`src/hdl/fpdf_pkg.sv`:
```
// ----------------------------------------------------------------------------
// fpdf_pkg
// Shared types, character codes and scale constants of the fixed-point
// decimal formatter.
// ----------------------------------------------------------------------------
package fpdf_pkg;

	localparam logic REG_SCALE = 1'b0;
	localparam logic REG_FRAC  = 1'b1;

	localparam logic [6:0] CH_ZERO  = 7'h30;
	localparam logic [6:0] CH_MINUS = 7'h2D;
	localparam logic [6:0] CH_DOT   = 7'h2E;

	typedef struct packed {
		logic             neg;
		logic [1:0]       fd;
		logic [15:0]      whole;
		logic [9:0]       rem;
		logic [3:0][3:0]  wdig;
		logic [3:0][3:0]  rdig;
	} work_t;

	typedef enum logic [2:0] {
		PH_IDLE,
		PH_SIGN,
		PH_WHOLE,
		PH_POINT,
		PH_FRAC
	} phase_t;

	// reciprocal of 10^e scaled by 2^shift, exact for magnitudes up to 32768
	function automatic logic [16:0] scale_recip(input logic [1:0] e);
		logic [16:0] r;
		unique case (e)
			2'd0: r = 17'd65536;
			2'd1: r = 17'd52429;
			2'd2: r = 17'd41944;
			default: r = 17'd33555;
		endcase
		return r;
	endfunction

	function automatic logic [4:0] scale_shift(input logic [1:0] e);
		logic [4:0] s;
		unique case (e)
			2'd0: s = 5'd16;
			2'd1: s = 5'd19;
			2'd2: s = 5'd22;
			default: s = 5'd25;
		endcase
		return s;
	endfunction

	function automatic logic [9:0] scale_factor(input logic [1:0] e);
		logic [9:0] f;
		unique case (e)
			2'd0: f = 10'd1;
			2'd1: f = 10'd10;
			2'd2: f = 10'd100;
			default: f = 10'd1000;
		endcase
		return f;
	endfunction

endpackage

```
`src/hdl/fpdf_split.sv`:
```
// ----------------------------------------------------------------------------
// fpdf_split
// Four pipeline stages: sign and magnitude, integer part by reciprocal
// multiply, remainder, and shortening of an over-long remainder.
// ----------------------------------------------------------------------------
module fpdf_split (
	input  logic                 clk,
	input  logic                 arst_n,
	input  logic                 start,
	output logic                 in_ready,
	input  logic [15:0]          value,
	input  logic [1:0]           scale,
	input  logic [1:0]           frac,
	output logic                 out_valid,
	input  logic                 out_ready,
	output fpdf_pkg::work_t      out_work
);

	logic        v_s1, v_s2, v_s3, v_s4;
	logic        rdy1, rdy2, rdy3, rdy4;

	logic        neg_s1, neg_s2, neg_s3, neg_s4;
	logic [1:0]  exp_s1, exp_s2;
	logic [1:0]  fd_s1, fd_s2, fd_s3, fd_s4;
	logic [15:0] mag_s1, mag_s2;
	logic [15:0] whole_s2, whole_s3, whole_s4;
	logic [9:0]  rem_s3, rem_s4;

	logic [32:0] prod;
	logic [32:0] shifted;
	logic [25:0] back;
	logic [15:0] rem_full;
	logic [17:0] rem_prod;
	logic [9:0]  rem_div;
	logic        shorten;

	assign rdy4     = !v_s4 || out_ready;
	assign rdy3     = !v_s3 || rdy4;
	assign rdy2     = !v_s2 || rdy3;
	assign rdy1     = !v_s1 || rdy2;
	assign in_ready = rdy1;

	assign prod     = {17'b0, mag_s1} * {16'b0, fpdf_pkg::scale_recip(exp_s1)};
	assign shifted  = prod >> fpdf_pkg::scale_shift(exp_s1);
	assign back     = {10'b0, whole_s2} * {16'b0, fpdf_pkg::scale_factor(exp_s2)};
	assign rem_full = mag_s2 - back[15:0];
	assign rem_prod = {8'b0, rem_s3} * 18'd205;
	assign rem_div  = {3'b0, rem_prod[17:11]};
	assign shorten  = (fd_s3 == 2'd1 && rem_s3 > 10'd9) ||
		(fd_s3 == 2'd2 && rem_s3 > 10'd99);

	always_ff @(posedge clk or negedge arst_n) begin
		if (!arst_n) begin
			v_s1 <= 1'b0;
			v_s2 <= 1'b0;
			v_s3 <= 1'b0;
			v_s4 <= 1'b0;
		end else begin
			if (rdy1) v_s1 <= start;
			if (rdy2) v_s2 <= v_s1;
			if (rdy3) v_s3 <= v_s2;
			if (rdy4) v_s4 <= v_s3;
		end
	end

	always_ff @(posedge clk) begin
		if (rdy1 && start) begin
			neg_s1 <= value[15];
			mag_s1 <= value[15] ? (16'd0 - value) : value;
			exp_s1 <= scale;
			fd_s1  <= frac;
		end
		if (rdy2 && v_s1) begin
			neg_s2   <= neg_s1;
			mag_s2   <= mag_s1;
			exp_s2   <= exp_s1;
			fd_s2    <= fd_s1;
			whole_s2 <= shifted[15:0];
		end
		if (rdy3 && v_s2) begin
			neg_s3   <= neg_s2;
			fd_s3    <= fd_s2;
			whole_s3 <= whole_s2;
			rem_s3   <= rem_full[9:0];
		end
		if (rdy4 && v_s3) begin
			neg_s4   <= neg_s3;
			fd_s4    <= fd_s3;
			whole_s4 <= whole_s3;
			rem_s4   <= shorten ? rem_div : rem_s3;
		end
	end

	assign out_valid      = v_s4;
	assign out_work.neg   = neg_s4;
	assign out_work.fd    = fd_s4;
	assign out_work.whole = whole_s4;
	assign out_work.rem   = rem_s4;
	assign out_work.wdig  = '0;
	assign out_work.rdig  = '0;

endmodule

```
`src/hdl/fpdf_digit.sv`:
```
// ----------------------------------------------------------------------------
// fpdf_digit
// One pipeline stage that peels the lowest decimal digit off both the
// integer part and the remainder.
// ----------------------------------------------------------------------------
module fpdf_digit (
	input  logic                 clk,
	input  logic                 arst_n,
	input  logic                 in_valid,
	output logic                 in_ready,
	input  fpdf_pkg::work_t      in_work,
	output logic                 out_valid,
	input  logic                 out_ready,
	output fpdf_pkg::work_t      out_work
);

	logic            valid_q;
	fpdf_pkg::work_t work_q;

	logic [32:0] wprod;
	logic [15:0] wq;
	logic [15:0] wq10;
	logic [15:0] wd;
	logic [17:0] rprod;
	logic [9:0]  rq;
	logic [9:0]  rq10;
	logic [9:0]  rd;

	assign in_ready = !valid_q || out_ready;

	assign wprod = {17'b0, in_work.whole} * 33'd52429;
	assign wq    = {2'b0, wprod[32:19]};
	assign wq10  = {wq[12:0], 3'b0} + {wq[14:0], 1'b0};
	assign wd    = in_work.whole - wq10;
	assign rprod = {8'b0, in_work.rem} * 18'd205;
	assign rq    = {3'b0, rprod[17:11]};
	assign rq10  = {rq[6:0], 3'b0} + {rq[8:0], 1'b0};
	assign rd    = in_work.rem - rq10;

	always_ff @(posedge clk or negedge arst_n) begin
		if (!arst_n) begin
			valid_q <= 1'b0;
		end else if (in_ready) begin
			valid_q <= in_valid;
		end
	end

	always_ff @(posedge clk) begin
		if (in_ready && in_valid) begin
			work_q.neg   <= in_work.neg;
			work_q.fd    <= in_work.fd;
			work_q.whole <= wq;
			work_q.rem   <= rq;
			work_q.wdig  <= {wd[3:0], in_work.wdig[3:1]};
			work_q.rdig  <= {rd[3:0], in_work.rdig[3:1]};
		end
	end

	assign out_valid = valid_q;
	assign out_work  = work_q;

endmodule

```
`src/hdl/fpdf_emit.sv`:
```
// ----------------------------------------------------------------------------
// fpdf_emit
// Character sequencer: sign, integer digits, point and fraction digits,
// one character per cycle, with the final one flagged.
// ----------------------------------------------------------------------------
module fpdf_emit (
	input  logic                 clk,
	input  logic                 arst_n,
	input  logic                 in_valid,
	output logic                 in_ready,
	input  fpdf_pkg::work_t      in_work,
	output logic                 char_strobe,
	output logic [6:0]           character,
	output logic                 last_char
);

	fpdf_pkg::phase_t phase_q, phase_d;
	logic [2:0]       idx_q, idx_d;
	logic [4:0][3:0]  wdig_q;
	logic [2:0][3:0]  rdig_q;
	logic [1:0]       nrm1_q;
	logic             has_frac_q;

	logic [4:0][3:0]  w_all;
	logic [2:0]       nwm1;
	logic [1:0]       rsig;
	logic [1:0]       nrm1;
	logic             load;
	logic             last;

	assign w_all = {in_work.whole[3:0], in_work.wdig};

	always_comb begin
		priority if (w_all[4] != 4'd0) nwm1 = 3'd4;
		else if (w_all[3] != 4'd0)     nwm1 = 3'd3;
		else if (w_all[2] != 4'd0)     nwm1 = 3'd2;
		else if (w_all[1] != 4'd0)     nwm1 = 3'd1;
		else                           nwm1 = 3'd0;
	end

	always_comb begin
		priority if (in_work.rdig[2] != 4'd0) rsig = 2'd2;
		else if (in_work.rdig[1] != 4'd0)     rsig = 2'd1;
		else                                  rsig = 2'd0;
	end

	assign nrm1 = (rsig > (in_work.fd - 2'd1)) ? rsig : (in_work.fd - 2'd1);

	assign last = (phase_q == fpdf_pkg::PH_WHOLE && idx_q == 3'd0 && !has_frac_q) ||
		(phase_q == fpdf_pkg::PH_FRAC && idx_q == 3'd0);
	assign in_ready = (phase_q == fpdf_pkg::PH_IDLE) || last;
	assign load     = in_valid && in_ready;

	// next state
	always_comb begin
		phase_d = phase_q;
		idx_d   = idx_q;
		unique case (phase_q)
			fpdf_pkg::PH_IDLE: begin
			end
			fpdf_pkg::PH_SIGN: begin
				phase_d = fpdf_pkg::PH_WHOLE;
			end
			fpdf_pkg::PH_WHOLE: begin
				if (idx_q == 3'd0) begin
					phase_d = has_frac_q ? fpdf_pkg::PH_POINT : fpdf_pkg::PH_IDLE;
				end else begin
					idx_d = idx_q - 3'd1;
				end
			end
			fpdf_pkg::PH_POINT: begin
				phase_d = fpdf_pkg::PH_FRAC;
				idx_d   = {1'b0, nrm1_q};
			end
			fpdf_pkg::PH_FRAC: begin
				if (idx_q == 3'd0) begin
					phase_d = fpdf_pkg::PH_IDLE;
				end else begin
					idx_d = idx_q - 3'd1;
				end
			end
			default: begin
				phase_d = fpdf_pkg::PH_IDLE;
			end
		endcase
		if (load) begin
			phase_d = in_work.neg ? fpdf_pkg::PH_SIGN : fpdf_pkg::PH_WHOLE;
			idx_d   = nwm1;
		end
	end

	// outputs
	always_comb begin
		char_strobe = 1'b1;
		character   = fpdf_pkg::CH_ZERO;
		unique case (phase_q)
			fpdf_pkg::PH_IDLE:  char_strobe = 1'b0;
			fpdf_pkg::PH_SIGN:  character = fpdf_pkg::CH_MINUS;
			fpdf_pkg::PH_WHOLE: character = fpdf_pkg::CH_ZERO + {3'b0, wdig_q[idx_q]};
			fpdf_pkg::PH_POINT: character = fpdf_pkg::CH_DOT;
			fpdf_pkg::PH_FRAC:  character = fpdf_pkg::CH_ZERO + {3'b0, rdig_q[idx_q[1:0]]};
			default:            char_strobe = 1'b0;
		endcase
		last_char = last;
	end

	always_ff @(posedge clk or negedge arst_n) begin
		if (!arst_n) begin
			phase_q <= fpdf_pkg::PH_IDLE;
			idx_q   <= 3'd0;
		end else begin
			phase_q <= phase_d;
			idx_q   <= idx_d;
		end
	end

	always_ff @(posedge clk) begin
		if (load) begin
			wdig_q     <= w_all;
			rdig_q     <= in_work.rdig[2:0];
			nrm1_q     <= nrm1;
			has_frac_q <= (in_work.fd != 2'd0);
		end
	end

endmodule

```
`src/hdl/fixed_point_decimal_formatter_top.sv`:
```
// ----------------------------------------------------------------------------
// fixed_point_decimal_formatter_top
// Signed 16-bit fixed-point value to ASCII decimal text, one character
// per cycle.
//
// Channel   Signals                               Transfer
// command   start, busy, value                    start && !busy
// result    char_strobe, character, last_char     char_strobe, no wait
// config    cfg_wr_en, cfg_index, cfg_wdata       cfg_wr_en, no wait
//
// Eight pipeline stages (four split stages, four digit stages) feed the
// character sequencer, which registers a value's first character when it
// takes the value. A value of n characters (1 to 10) holds the sequencer
// until its last character, and the pipeline keeps taking commands meanwhile.
// Results cannot be held off; busy rises when the sequencer backs
// up the pipeline. Reset clears all valid bits and both configuration registers.
// ----------------------------------------------------------------------------
module fixed_point_decimal_formatter_top (
	input  logic        clk,
	input  logic        arst_n,
	input  logic        start,
	output logic        busy,
	input  logic [15:0] value,
	input  logic        cfg_wr_en,
	input  logic        cfg_index,
	input  logic [1:0]  cfg_wdata,
	output logic        char_strobe,
	output logic [6:0]  character,
	output logic        last_char
);

	logic [1:0] scale_q;
	logic [1:0] frac_q;
	logic       split_ready;

	logic            valid [0:4];
	logic            ready [0:4];
	fpdf_pkg::work_t work  [0:4];

	always_ff @(posedge clk or negedge arst_n) begin
		if (!arst_n) begin
			scale_q <= 2'd0;
			frac_q  <= 2'd0;
		end else if (cfg_wr_en) begin
			unique case (cfg_index)
				fpdf_pkg::REG_SCALE: scale_q <= cfg_wdata;
				fpdf_pkg::REG_FRAC:  frac_q  <= cfg_wdata;
				default: begin
				end
			endcase
		end
	end

	assign busy = !split_ready;

	fpdf_split u_split (
		.clk       (clk),
		.arst_n    (arst_n),
		.start     (start),
		.in_ready  (split_ready),
		.value     (value),
		.scale     (scale_q),
		.frac      (frac_q),
		.out_valid (valid[0]),
		.out_ready (ready[0]),
		.out_work  (work[0])
	);

	for (genvar g = 0; g < 4; g++) begin : g_digit
		fpdf_digit u_digit (
			.clk       (clk),
			.arst_n    (arst_n),
			.in_valid  (valid[g]),
			.in_ready  (ready[g]),
			.in_work   (work[g]),
			.out_valid (valid[g+1]),
			.out_ready (ready[g+1]),
			.out_work  (work[g+1])
		);
	end

	fpdf_emit u_emit (
		.clk         (clk),
		.arst_n      (arst_n),
		.in_valid    (valid[4]),
		.in_ready    (ready[4]),
		.in_work     (work[4]),
		.char_strobe (char_strobe),
		.character   (character),
		.last_char   (last_char)
	);

	a_last_strobed: assert property (@(posedge clk) disable iff (!arst_n)
		last_char |-> char_strobe)
		else $error("last_char without char_strobe");

	a_no_gap: assert property (@(posedge clk) disable iff (!arst_n)
		char_strobe && !last_char |=> char_strobe)
		else $error("gap inside one value's text");

	a_sign_then_digit: assert property (@(posedge clk) disable iff (!arst_n)
		char_strobe && character == fpdf_pkg::CH_MINUS |=>
		char_strobe && character != fpdf_pkg::CH_MINUS && character != fpdf_pkg::CH_DOT)
		else $error("sign not followed by a digit");

	a_point_then_digit: assert property (@(posedge clk) disable iff (!arst_n)
		char_strobe && character == fpdf_pkg::CH_DOT |->
		!last_char ##1 (char_strobe && character != fpdf_pkg::CH_DOT))
		else $error("point not followed by a fraction digit");

endmodule
```
`config.mk`:
```
export PLATFORM = sky130hd
export DESIGN_NAME = fixed_point_decimal_formatter_top
export DESIGN_NICKNAME = d
export VERILOG_FILES = /design/src/hdl/fpdf_pkg.sv /design/src/hdl/fpdf_split.sv /design/src/hdl/fpdf_digit.sv /design/src/hdl/fpdf_emit.sv /design/src/hdl/fixed_point_decimal_formatter_top.sv
export SDC_FILE = /design/constraint.sdc
export NUM_CORES = 2
export LEC_CHECK = 0
export ABC_CLOCK_PERIOD_IN_PS = 22400
export CORE_AREA = 2 2 324 246
export DETAILED_ROUTE_END_ITERATION = 12
export DIE_AREA = 0 0 326 248
export DONT_BUFFER_PORTS = 1
export PLACE_DENSITY = 0.78
export SLEW_MARGIN = 20
export SYNTH_ARGS = -nofsm -noshare
export SYNTH_HDL_FRONTEND = slang
export SYNTH_HIERARCHICAL = 1
export SYNTH_SLANG_ARGS = --single-unit
export TNS_END_PERCENT = 50
```
`constraint.sdc`:
```
create_clock -name clk -period 22.4 [get_ports clk]
set_input_delay 1.12 -clock clk [delete_from_list [all_inputs] [get_ports clk]]
set_output_delay 1.12 -clock clk [all_outputs]
set_load 0.01 [all_outputs]
```
# Word-level counts from Yosys, hierarchy flattened
# Index checks and enable logic that the tools add are counted.
# Widths: inputs -> output; s select.
totals:
  in_bits: 23
  word_cells: 205
  ff_bits: 296
op_classes:
  n_bitwise: 1
  reduce_logical: 53
  n_lt_le_gt_ge: 5
  shifts: 1
  n_eq_ne: 14
  n_addsub: 20
  multipliers: 10
  mux: 27
op_table:
  columns: ["cell", "n"]
  rows:
  - ["$pmux 17 s3", 1]
  - ["$mul 10x8->18 const B", 2]
  - ["$mul 16x17->33", 1]
  - ["$shr 33x5->16", 1]
  - ["$mul 16x16->32 const B", 1]
  - ["$pmux 10 s3", 1]
  - ["$mul 13x16->29 const B", 1]
  - ["$add 4x4->4", 7]
  - ["$pmux 7 s4", 1]
  - ["$sub 4x4->4", 7]
  - ["$mul 10x16->26 const B", 1]
  - ["$mux 3", 8]
  - ["$reduce_bool 4->1", 6]
  - ["$mul 7x16->23 const B", 1]
  - ["$mul 16x10->10", 1]
  - ["$sub 1x16->16 const A", 1]
  - ["$mul 7x8->15 const B", 1]
  - ["$mux 15", 1]
  - ["$pmux 3 s5", 1]
  - ["$add 6x4->7 const A", 2]
  - ["$logic_and 1x1->1", 14]
  - ["$bmux 4 s3", 1]
  - ["$mul 4x8->12 const B", 1]
  - ["$pmux 4 s3", 1]
  - ["33 further kinds", 68]

# Logic depth before layout (Yosys ltp)
depth:
  ltp_word: 14
  depth_mapped: 29

# Modules after synthesis
# Netlist, hierarchy kept.
by_module_without_submodules:
  columns: ["mod", "cells_each", "instances", "area_each_um2", "seq_area_each_um2"]
  rows:
  - ["fpdf_split", 1623, 1, 16294.4, 3403.3]
  - ["fpdf_digit (g_digit[1].u_digit ...)", 748, 2, 8001.4, 1676.6]
  - ["fpdf_digit (g_digit[0].u_digit)", 732, 1, 7901.3, 1676.6]
  - ["fpdf_digit (g_digit[3].u_digit)", 688, 1, 7691.1, 1676.6]
  - ["fpdf_emit", 149, 1, 2020.7, 1201.2]
  - ["fixed_point_decimal_formatter_top", 11, 1, 176.4, 100.1]

# Least setup slack after synthesis
# No wires, ideal clock.
synth_path:
  kind: "register -> register"
  from: "register u_split.exp_s1[0]"
  to: "register u_split.whole_s2[9], data pin"
  period_less_slack_ns: 7.725
  path_slack_ns: 14.675
  stages_incl_launch_ff: 27
  path_buffers: 4
  setup_ns: 0.203
  arrival_ns: 7.522
  path_cell_list: "edfxtp_1 -> clkbuf_1 -> inv_1 -> ha_1 -> clkbuf_1 -> buf_1 -> buf_1 -> nand2_1 -> fa_1 -> fa_1 -> inv_1 -> fa_1 -> fa_1 -> fa_1 -> inv_1 -> fa_1 -> inv_1 -> ha_1 -> a21oi_1 -> o21a_1 -> nand2_1 -> or2_2 -> o31a_1 -> xnor2_1 -> a2111oi_2 -> a211oi_1 -> a2111oi_1"
synth_via:
  elab_chain_cells: 4
synth_lines:
  columns: ["item", "line", "rtl"]
  rows:
  - ["start, declared", "fpdf_split.sv:23", "logic [1:0] exp_s1, exp_s2;"]
  - ["start signal, assigned", "fpdf_split.sv:70", "exp_s1 <= scale;"]
  - ["$eq 2x2->1 (tied with other cells)", "fpdf_pkg.sv:35, fpdf_pkg.sv:46", null]
  - ["$pmux 17 s3", "fpdf_pkg.sv:35", "unique case (e)"]
  - ["$mul 16x17->33", "fpdf_split.sv:43", "assign prod = {17'b0, mag_s1} * {16'b0, fpdf_pkg::scale_recip(exp_s1)};"]
  - ["$shr 33x5->16 *", "fpdf_split.sv:44", "assign shifted = prod >> fpdf_pkg::scale_shift(exp_s1);"]
  - ["end signal, assigned", "fpdf_split.sv:78", "whole_s2 <= shifted[15:0];"]
  - ["end, declared", "fpdf_split.sv:26", "logic [15:0] whole_s2, whole_s3, whole_s4;"]
# Mark *: on every way between the ends. The rest lies on a longest branch, timed or not.
# A chain may end at the register's enable or synchronous reset.

# Worst setup path in the final report
# Same ends and word-level chain as after synthesis.

==> flow_summary.toml <==
[floorplanning]
start_util = 0.577
chipWidth_um = 326
chipHeight_um = 248
dieArea_um2 = 80800
core_area_um2 = 77800
rows = 89
ios = 33

[route]
route.met2.wl_um = 40800
final_antenna_net_count = 0
top_layer_used = "met4"
wl_met1_um = 45900
viasPerCell = 5.38
num_vias = 29000
wl_per_cell_um = 17.7
met3_length_um = 7090
drt_pass1_iterations = 8
drtIter0Drc = 2097
wl_um = 95100
drc = 0

[timing]
skew_ps = 23.0
setup_tns_ps = 0
fmax_mhz = 120
finalSetupViolCount = 0
relSlewSlack = 0.299
final_max_slew_viol_count = 0
worstMarginPinSlew_ps = 1050
finalHoldViolCount = 0
period_minus_slack_ps = 8370
hold_ws_ps = 202
min_period_over_period = 0.373
rsz0062_at_grt = "no"

[critical_path]
cp-start-kind = "flip-flop"
reg2reg_to = "u_split/whole_s2[9]$_SDFFCE_PN0P_"
rr_startpoint = "u_split/exp_s1[0]$_DFFE_PP_"
r2r_setup_slack_ps = 14030
crit_arrival_ps = 8760
critPathRequiredTime_ps = 22800
r2r_cells = 26
crit_path_max_fanout = 22
endpoint_kind = "flip-flop"
critPathKind = "reg2reg"

[global_routing]
grt_first_pass_wirelength_um = 156000
grt_usage = 0.243
grt_start_max_net_pins = 41
grt_antenna_before_repair = 0
grt_pass1_vias = 30100
grt_remaining_overflow = 0

[clock_tree]
clk-insertion-delay-late_ps = 620
post_cts_buffers = 0
cts.repair.resized = 0
max-clock-path-buffers = 3
root_buffer = "clkbuf_16"
cts_tree = "built"
numCtsBuffers = 31
htreeDepth = 1
cts.clk_slew.worst_paths_ps = 80
cts_sinks = 308
ctsHoldBuffers = 0

[yosys]
syn_inst = 4313
yosysWarningCount = 6
syn_area_um2 = 44900
syn_avg_cell_area_um2 = 10.4

[cells_and_area]
layout-drive-gt1-share = 0.0332
fin_util = 0.604
area_growth_pct = 4.78
nNetsFinal = 5792

[run]
cap_violations = 0

[place]
hpwl_um = 80300
place_congestion = 0.955
port_buffers = 0

[worst_hold_path]
hold_path_class = "in2async"

[run_status]
status = "finished, final reports clean"
[area by class of cell]
type | count | area [um2]
multi-input combinational | 2731 | 30900
fill | 6292 | 30800
sequential | 308 | 9160
inverter | 1229 | 4610
tap | 1046 | 1310
clock buffer | 36 | 805
clock inverter | 22 | 188
timing repair buffer | 13 | 97.6
antenna | 2 | 5.00
[state kept, by name, summed over array words and instances, names as in the netlist, 3 cells and up]
register	flops
g_digit.u_digit/out_work	145
u_emit/wdig_q	20
u_split/mag_s1	16
u_split/whole_s2	16
u_split/whole_s3	16
u_split/whole_s4	16
u_emit/rdig_q	12
u_split/mag_s2	10
u_split/rem_s3	10
u_split/rem_s4	10
g_digit.u_digit/out_valid	4
u_emit/idx_q	3
u_emit/phase_q	3
[worst max-delay path, stage by stage, from the launching register on]
cell	delay (ps)
edfxtp_1	840
inv_1	200
ha_1	290
inv_1	190
nand2_1	80
buf_4	250
and2_1	260
fa_1	560
inv_1	50
fa_1	460
fa_1	510
inv_1	50
fa_1	480
fa_1	490
inv_1	50
fa_1	480
inv_1	40
ha_1	340
a21oi_1	240
o211ai_1	150
a21o_1	220
o211a_1	300
o31a_1	370
xnor2_1	230
a2111oi_2	470
a211oi_1	130
a2111oi_1	370
[worst max-delay path by stage]
stage / endpoint / startpoint / depth (start not counted)
global placement: u_split/whole_s2[9]$_SDFFCE_PN0P_ / u_split/exp_s1[0]$_DFFE_PP_ / 25
floorplan: u_split/whole_s2[9]$_SDFFCE_PN0P_ / u_split/exp_s1[0]$_DFFE_PP_ / 26
detailed placement: u_split/whole_s2[9]$_SDFFCE_PN0P_ / u_split/exp_s1[0]$_DFFE_PP_ / 26
global route: u_split/whole_s2[9]$_SDFFCE_PN0P_ / u_split/exp_s1[0]$_DFFE_PP_ / 26
finish: u_split/whole_s2[9]$_SDFFCE_PN0P_ / u_split/exp_s1[0]$_DFFE_PP_ / 26
CTS: u_split/whole_s2[9]$_SDFFCE_PN0P_ / u_split/exp_s1[0]$_DFFE_PP_ / 26
[cell usage in the layout (no fill, tap or decap), types with 17 or more instances in the layout]
| cell type | count |
|---|---|
| nor2b_1 | 32 |
| a21oi_1 | 123 |
| dfrtp_1 | 18 |
| nand2_1 | 160 |
| fa_1 | 581 |
| nand2b_1 | 32 |
| o21ai_0 | 93 |
| a31oi_1 | 19 |
| and3_1 | 22 |
| o21a_1 | 21 |
| xor2_1 | 48 |
| nor3_1 | 33 |
| edfxtp_1 | 290 |
| xnor2_1 | 112 |
| nand4_1 | 18 |
| ha_1 | 874 |
| nor2_1 | 83 |
| a21o_1 | 33 |
| nand3_1 | 29 |
| and2_1 | 88 |
| conb_1 | 17 |
| a211oi_1 | 27 |
| clkbuf_16 | 31 |
| inv_1 | 1228 |
[metal layers]
metal	track usage	vias up
met5	0	-
met4	0.0382	0
met3	0.0489	95
met2	0.373	840
met1	0.362	14200
li1	-	13900
[through the flow]
step                worst slack [ps]  cell area (um2)  std cells
floorplan                      14680            44900       4325
global placement               14290            46100       5327
detailed placement             14110            46100       5327
CTS                            14070            47000       5385
global route                   13550            47000       5385
finish                         14030            47100       5387
Power is not shown: default switching activity piles up to over one toggle a cycle in this logic, so the estimate is an artifact.
